File: src/rtl/segmented_sum_normalizer_top_assert.svh
// Assertion macros shared by the normalizer modules.
`ifndef SEGMENTED_SUM_NORMALIZER_TOP_ASSERT_SVH
`define SEGMENTED_SUM_NORMALIZER_TOP_ASSERT_SVH
`ifndef ASSERT_OFF
`define SSN_ASSERT_IMPL(label, a, c) \
  label: assert property (@(posedge clk) disable iff (rst) (a) |-> (c)) \
    else $error("assertion failed");
`define SSN_ASSERT_NEXT(label, a, c) \
  label: assert property (@(posedge clk) disable iff (rst) (a) |=> (c)) \
    else $error("assertion failed");
`else
`define SSN_ASSERT_IMPL(label, a, c)
`define SSN_ASSERT_NEXT(label, a, c)
`endif
`endif

File: src/rtl/ssn_pkg.sv
`default_nettype none
package ssn_pkg;
  localparam int MaxLen = 64;
  localparam int IdxW = $clog2(MaxLen);
  localparam int CntW = $clog2(MaxLen + 1);
  localparam int ValW = 24;
  localparam int SumW = 31;
  localparam int QW = 32;
  localparam int NumW = ValW + 16;

  // Job handed from the front part to the back part: one closed run.
  typedef struct packed {
    logic [CntW-1:0] count;
    logic signed [SumW-1:0] sum;
    logic normalize;
    logic vec_end;
  } job_t;
endpackage
`default_nettype wire

File: src/rtl/ssn_front.sv
`default_nettype none
module ssn_front (
  input  wire logic clk,
  input  wire logic rst,
  input  wire logic piecewise_mode,
  input  wire logic push,
  output logic full,
  input  wire logic signed [23:0] value,
  input  wire logic ends_segment,
  input  wire logic ends_vector,
  output logic job_valid,
  output ssn_pkg::job_t job,
  input  wire logic job_ready,
  output logic wr_en,
  output logic [ssn_pkg::IdxW-1:0] wr_addr,
  output logic signed [ssn_pkg::ValW-1:0] wr_data
);
  import ssn_pkg::*;
  `include "segmented_sum_normalizer_top_assert.svh"

  logic [CntW-1:0] held_count;
  logic signed [SumW-1:0] segment_sum;
  logic [CntW-1:0] count_next;
  logic signed [SumW-1:0] sum_next;
  logic room, close_norm, close_raw, acc;

  // The element store is reused, so a new word waits until the back part is idle.
  assign full = job_valid || !job_ready;
  assign acc = push && !full;
  assign room = held_count < CntW'(MaxLen);
  assign wr_en = acc && room;
  assign wr_addr = held_count[IdxW-1:0];
  assign wr_data = value;

  // Classify the closing flags by mode.
  always_comb begin
    close_norm = piecewise_mode ? ends_segment : ends_vector;
    close_raw = piecewise_mode && ends_vector && !ends_segment;
    count_next = room ? held_count + 1'b1 : held_count;
    sum_next = room ? segment_sum + SumW'(value) : segment_sum;
  end

  always_ff @(posedge clk) begin
    if (rst) begin
      held_count <= '0;
      segment_sum <= '0;
      job_valid <= 1'b0;
    end else begin
      if (job_valid && job_ready) job_valid <= 1'b0;
      if (acc) begin
        if (close_norm || close_raw) begin
          job_valid <= 1'b1;
          job.count <= count_next;
          job.sum <= sum_next;
          job.normalize <= close_norm;
          job.vec_end <= ends_vector;
          held_count <= '0;
          segment_sum <= '0;
        end else begin
          held_count <= count_next;
          segment_sum <= sum_next;
        end
      end
    end
  end

  `SSN_ASSERT_IMPL(a_cnt_max, 1'b1, held_count <= CntW'(MaxLen))
  `SSN_ASSERT_NEXT(a_job_clears, acc && (close_norm || close_raw), held_count == '0)
  `SSN_ASSERT_IMPL(a_no_write_busy, job_valid, !wr_en)
endmodule
`default_nettype wire

File: src/rtl/ssn_back.sv
`default_nettype none
module ssn_back (
  input  wire logic clk,
  input  wire logic rst,
  input  wire logic job_valid,
  input  wire ssn_pkg::job_t job,
  output logic job_ready,
  input  wire logic wr_en,
  input  wire logic [ssn_pkg::IdxW-1:0] wr_addr,
  input  wire logic signed [ssn_pkg::ValW-1:0] wr_data,
  output logic empty,
  input  wire logic pop,
  output logic signed [31:0] ratio,
  output logic last_of_run,
  output logic last_of_vector
);
  import ssn_pkg::*;
  `include "segmented_sum_normalizer_top_assert.svh"

  localparam logic [1:0] S_IDLE = 2'd0;
  localparam logic [1:0] S_READ = 2'd1;
  localparam logic [1:0] S_DIV = 2'd2;
  localparam logic [1:0] S_OUT = 2'd3;

  logic signed [ValW-1:0] mem [MaxLen];
  logic signed [ValW-1:0] rd_data;
  logic [1:0] state;
  logic [CntW-1:0] idx;
  logic [CntW-1:0] idx_next;
  logic [CntW-1:0] count;
  logic signed [SumW-1:0] sum;
  logic normalize, vec_end, neg;
  logic [NumW-1:0] rem;
  logic [NumW-1:0] quo;
  logic [SumW-1:0] div;
  logic [5:0] step;
  logic [NumW:0] trial;
  logic [NumW-1:0] shifted;
  logic signed [NumW:0] sq;
  logic signed [NumW-1:0] raw;
  logic signed [31:0] res;
  logic lr;

  assign job_ready = (state == S_IDLE);

  // Index of the element to be read next, so the store output lines up with idx.
  always_comb begin
    idx_next = idx;
    if (state == S_IDLE && job_valid) idx_next = '0;
    else if (state == S_OUT && !empty && pop) idx_next = idx + 1'b1;
  end

  // Element store.
  always_ff @(posedge clk) begin
    if (wr_en) mem[wr_addr] <= wr_data;
    rd_data <= mem[idx_next[IdxW-1:0]];
  end

  // One quotient bit per cycle, restoring division.
  always_comb begin
    shifted = {rem[NumW-2:0], quo[NumW-1]};
    trial = {1'b0, shifted} - {{(NumW - SumW + 1){1'b0}}, div};
    sq = neg ? -$signed({1'b0, quo}) : $signed({1'b0, quo});
    raw = {rd_data, 16'd0};
  end

  always_ff @(posedge clk) begin
    if (rst) begin
      state <= S_IDLE;
      empty <= 1'b1;
    end else begin
      case (state)
        S_IDLE: begin
          if (job_valid) begin
            count <= job.count;
            sum <= job.sum;
            normalize <= job.normalize && job.sum != '0;
            vec_end <= job.vec_end;
            idx <= '0;
            state <= S_READ;
          end
        end
        S_READ: begin
          // rd_data for idx is valid in this cycle.
          lr <= (idx + 1'b1 == count);
          if (normalize) begin
            neg <= rd_data[ValW-1] ^ sum[SumW-1];
            quo <= rd_data[ValW-1] ? NumW'(-raw) : NumW'(raw);
            rem <= '0;
            div <= sum[SumW-1] ? SumW'(-sum) : SumW'(sum);
            step <= '0;
            state <= S_DIV;
          end else begin
            // A raw word is scaled by 65536 and saturated to 32 bits.
            if (raw > $signed(NumW'(32'sh7fffffff))) res <= 32'sh7fffffff;
            else if (raw < -$signed(NumW'(33'sh080000000))) res <= 32'sh80000000;
            else res <= QW'(raw);
            state <= S_OUT;
          end
        end
        S_DIV: begin
          if (!trial[NumW]) begin
            rem <= trial[NumW-1:0];
            quo <= {quo[NumW-2:0], 1'b1};
          end else begin
            rem <= shifted;
            quo <= {quo[NumW-2:0], 1'b0};
          end
          step <= step + 1'b1;
          if (step == 6'(NumW)) begin
            if (sq > $signed((NumW+1)'(32'sh7fffffff))) res <= 32'sh7fffffff;
            else if (sq < -$signed((NumW+1)'(33'sh080000000))) res <= 32'sh80000000;
            else res <= QW'(sq);
            state <= S_OUT;
          end
        end
        default: begin
          if (empty) begin
            ratio <= res;
            last_of_run <= lr;
            last_of_vector <= lr && vec_end;
            empty <= 1'b0;
          end else if (pop) begin
            empty <= 1'b1;
            idx <= idx + 1'b1;
            state <= lr ? S_IDLE : S_READ;
          end
        end
      endcase
    end
  end

  `SSN_ASSERT_IMPL(a_out_state, !empty, state == S_OUT)
  `SSN_ASSERT_IMPL(a_idx_range, state != S_IDLE, idx < count)
  `SSN_ASSERT_NEXT(a_pop_clears, !empty && pop, empty)
endmodule
`default_nettype wire

File: src/rtl/segmented_sum_normalizer_top.sv
`default_nettype none
// Streaming sum normalizer. Words are buffered and summed; when a run closes,
// each word leaves as word/sum in signed 16.16, saturated (raw word*65536 for
// a zero sum, or a piecewise run open at vector end). Words are taken one per
// cycle while the back part is idle; a closing word makes full rise until its
// run is drained. The bit-serial divider yields one quotient bit per cycle.
module segmented_sum_normalizer_top (
  input  wire logic clk,
  input  wire logic rst,
  input  wire logic cfg_valid,
  output logic cfg_ready,
  input  wire logic cfg_data,
  input  wire logic push,
  output logic full,
  input  wire logic signed [23:0] value,
  input  wire logic ends_segment,
  input  wire logic ends_vector,
  output logic empty,
  input  wire logic pop,
  output logic signed [31:0] ratio,
  output logic last_of_run,
  output logic last_of_vector
);
  import ssn_pkg::*;

  logic piecewise_mode;
  logic job_valid, job_ready, wr_en;
  job_t job;
  logic [IdxW-1:0] wr_addr;
  logic signed [ValW-1:0] wr_data;

  // Mode register.
  assign cfg_ready = 1'b1;
  always_ff @(posedge clk) begin
    if (rst) piecewise_mode <= 1'b0;
    else if (cfg_valid) piecewise_mode <= cfg_data;
  end

  ssn_front u_front (
    .clk, .rst, .piecewise_mode, .push, .full, .value, .ends_segment, .ends_vector,
    .job_valid, .job, .job_ready, .wr_en, .wr_addr, .wr_data
  );

  ssn_back u_back (
    .clk, .rst, .job_valid, .job, .job_ready, .wr_en, .wr_addr, .wr_data,
    .empty, .pop, .ratio, .last_of_run, .last_of_vector
  );
endmodule
`default_nettype wire

File: config.mk
export PLATFORM = sky130hd
export DESIGN_NAME = segmented_sum_normalizer_top
export DESIGN_NICKNAME = d
export VERILOG_FILES = /design/src/rtl/ssn_pkg.sv /design/src/rtl/ssn_front.sv /design/src/rtl/ssn_back.sv /design/src/rtl/segmented_sum_normalizer_top.sv
export VERILOG_INCLUDE_DIRS = /design/src /design/src/rtl
export SDC_FILE = /design/constraint.sdc
export NUM_CORES = 2
export LEC_CHECK = 0
export BUFFER_PORTS_ARGS = -buffer_cell sky130_fd_sc_hd__buf_2
export CORE_UTILIZATION = 35
export DETAILED_ROUTE_END_ITERATION = 10
export GPL_TIMING_DRIVEN = 0
export PLACE_DENSITY = 0.57
export SLEW_MARGIN = 0
export SYNTH_ARGS = -nofsm -noshare
export SYNTH_HDL_FRONTEND = slang
export SYNTH_SLANG_ARGS = --single-unit
File: constraint.sdc
create_clock -name clk -period 10.09 [get_ports clk]
set_input_delay 1.5135 -clock clk [delete_from_list [all_inputs] [get_ports clk]]
set_output_delay 1.5135 -clock clk [all_outputs]
set_load 0.01 [all_outputs]
==> results.json <==
{
  "area.sequential_mm2": 0.0556,
  "synth_cells": 5931,
  "fmax_ghz": 0.138,
  "worstPathMaxFanout": 10,
  "slew_headroom": -0.0227,
  "ir_worst_vdd_mv": 0.179,
  "track_usage": 0.218,
  "overflow": 0,
  "min_from": "u_back.res[6]",
  "r2r-end": "u_back.rd_data[13]",
  "cts_buffer_depth": 3,
  "timing.setup.tns_ns": 0,
  "timing.rr.start": "u_back.state[0]",
  "final.period_utilization": 0.719,
  "final_layout_size_suffix_gt1_frac": 0.0833,
  "gp_congestion": 0.994,
  "grt_start_max_net_pins": 74,
  "critPathArrivalTime_ns": 7.86,
  "r2r_slack_ns": 2.83,
  "num_vias": 52100,
  "cp.required_ns": 10.69,
  "cts_setup_buffers": 0,
  "cts_tree": "done",
  "maxSlewViolCount": 25,
  "num_io_pins": 69,
  "drtIter0Drc": 6973,
  "drc_errors": 0,
  "multi_input_area_mm2": 0.0212,
  "setup_violations": 0,
  "min_to": "u_back.ratio[6]",
  "start_util": 0.353,
  "design.die.area_mm2": 0.224,
  "hold_ws_ns": 0.415,
  "finClkSkew_ns": 0.0559,
  "wire_per_inst_um": 26.6,
  "syn_nets": 6038,
  "grt_pass1_vias": 49200,
  "r2r_cells": 13,
  "ys_seq_elements": 1874,
  "rows": 172,
  "dr.pass1.iters": 9,
  "htree_levels": 4,
  "ctsHoldBuffers": 0,
  "grt_pass1_wl_um": 352000,
  "antenna_left": 0,
  "cts-root-buf": "clkbuf_16",
  "io_buffers": 66,
  "fillers": 20600,
  "cts_resized": 0,
  "area_growth_pct": 14.9,
  "period_needed_ns": 7.26,
  "die_height_um": 474,
  "drv_cap": 4,
  "setup_ws_ns": 2.83,
  "startpoint_type": "flip-flop",
  "antenna_found_initial": 15,
  "crit_type": "reg -> reg",
  "synth_area_mm2": 0.0779,
  "place_ws_ns": 2.55,
  "clk_pin_slew_ns": 0.06,
  "synth-main-ff-cell": "edfxtp_1",
  "clk_latency_ns": 0.84,
  "cp-end-kind": "flip-flop",
  "min_path_cells": 0,
  "clock-sinks": 1874,
  "failed_checks": "capacitance limit, slew limit",
  "leakagePower_nw": 29.4,
  "fin_nets": 6344,
  "status": "complete, but fails checks",
  "die_x_um": 474,
  "vias_per_cell": 5.57,
  "p_per_area_mw_per_mm2": 212,
  "syn_area_per_cell_um2": 13.1,
  "core_mm2": 0.220,
  "hold_viol": 0,
  "numCtsBuffers": 190,
  "rsz0062_at_grt": "false",
  "hpwlAfterDp_um": 169000,
  "synth_seq_area_share": 0.714,
  "synthArstFlopShare": 0,
  "routed_wirelength_um": 249000,
  "max_slew.worst_pin.slew_ns": 1.53,
  "ys_types": 76,
  "synth-edff-count": 1807,
  "hold_class": "reg -> reg",
  "yosys_warnings": 0
}
## power breakdown
| group | internal [mW] | switching, mW |
|---|---|---|
| clock network | 3.94 | 3.04 |
| logic | 0.818 | 2.20 |
| registers | 8.84 | 0.152 |
## area by class of cell
class,count,share of cell area
Buffer,353,0.0151
Timing Repair Buffer,114,0.0141
Sequential cell,1874,0.621
Multi-Input combinational cell,3637,0.237
Clock inverter,111,0.0116
Clock buffer,242,0.0566
Tap cell,2958,0.0414
Antenna cell,5,0.000140
Inverter,67,0.00281
## stage by stage
stage          instance area [um2]  total power [mW]   util  cells
2_1_floorplan                77900              10.8      -   5931
3_3_place_gp                 81900              12.0  0.372   8955
6_report                     89500              19.0  0.406   9361
4_1_cts                      89400              19.0  0.406   9356
3_5_place_dp                 83300              12.1  0.378   9003
5_1_grt                      89500              19.5  0.406   9359
## synthesized netlist by cell type, types with 20 or more instances
cell type | number | area (um2)
nand2_1 | 1323 | 4970
nor2_1 | 243 | 912
nor4_1 | 28 | 175
a21o_1 | 22 | 165
mux2i_1 | 89 | 891
or3_1 | 21 | 131
a41oi_1 | 28 | 245
inv_1 | 67 | 251
a21oi_1 | 119 | 596
mux4_2 | 36 | 811
o211ai_1 | 21 | 158
a32oi_1 | 68 | 596
nand3_1 | 429 | 2150
clkbuf_1 | 300 | 1130
and2_1 | 30 | 188
nor3_1 | 45 | 225
xnor2_1 | 87 | 762
a211oi_1 | 71 | 533
nand4_1 | 52 | 325
nand2b_1 | 20 | 125
o221ai_1 | 23 | 201
dfxtp_1 | 67 | 1340
a31oi_1 | 117 | 732
a22oi_1 | 22 | 165
edfxtp_1 | 1807 | 54300
ha_1 | 73 | 913
and3_1 | 110 | 688
o21ai_0 | 199 | 996
xor2_1 | 85 | 744
o31ai_1 | 29 | 218
nor2b_1 | 24 | 150
buf_1 | 47 | 176
a311oi_1 | 81 | 709
## routing by layer
layer	vias to the layer above	routed length, um	GRT usage	part of all wire
met3	493	24500	0.0469	0.099
met5	-	31	0	0.00012
met1	26000	102000	0.297	0.41
li1	22900	-	-	-
met2	2704	110000	0.330	0.44
met4	4	12000	0.100	0.048
## state kept, by name, summed over array words and instances (netlist names), 7 cells and up
name,cells
u_back.res,32
u_back.ratio,32
u_back.count,7
u_back.mem,1536
u_back.idx,7
u_back.rem,39
u_front.held_count,7
u_front.segment_sum,31
u_back.quo,40
u_back.rd_data,24
u_front.job,40
u_back.sum,31
u_back.div,31
## worst max-delay path: stages, from the launching register on
cell and delay [ns]:
dfxtp_1 0.35, inv_1 0.10, ha_1 0.35, nand2_1 0.14, clkbuf_1 0.59, nand2_1 0.55
buf_1 1.10, clkbuf_1 1.05, clkbuf_1 0.51, nand3_1 0.17, a31oi_1 0.39, a21oi_1 0.28
nor3_1 1.21, a41oi_1 0.19
## cell usage in the layout (no fill, tap or decap), types with 70 or more instances in the layout
cell type	count
edfxtp_1	1807
nand3_1	429
a21oi_1	119
xor2_1	85
nor2_1	179
ha_1	73
clkbuf_16	193
xnor2_1	87
nand2_1	1323
o21ai_0	199
clkbuf_1	342
a31oi_1	117
a211oi_1	70
a311oi_1	81
and3_1	110
mux2i_1	89
## kinds of logic after synthesis
kind of cell,synth area share
AOI/OAI and AO/OA,0.0784
xor gates and xnor gates,0.0193
adders and majority gates,0.0122
buffers and inverters,0.0205
DFF,0.714
muxes,0.0230
other,0.0000481
and+or+nand+nor,0.133
## how the worst max path moves through the flow
| stage | slack, ns | end | start |
|---|---|---|---|
| detailed placement | 2.55 | u_back.rd_data[14] | pop |
| global route | 2.96 | u_back.rd_data[13] | u_back.state[0] |
| floorplan | 4.18 | u_back.quo[0] | rst |
| global placement | 2.15 | u_back.quo[38] | rst |
| CTS | 3.22 | u_back.rd_data[15] | u_back.state[0] |
| finish | 2.83 | u_back.rd_data[13] | u_back.state[0] |
Note: power is estimated with default switching activity, not from simulation.
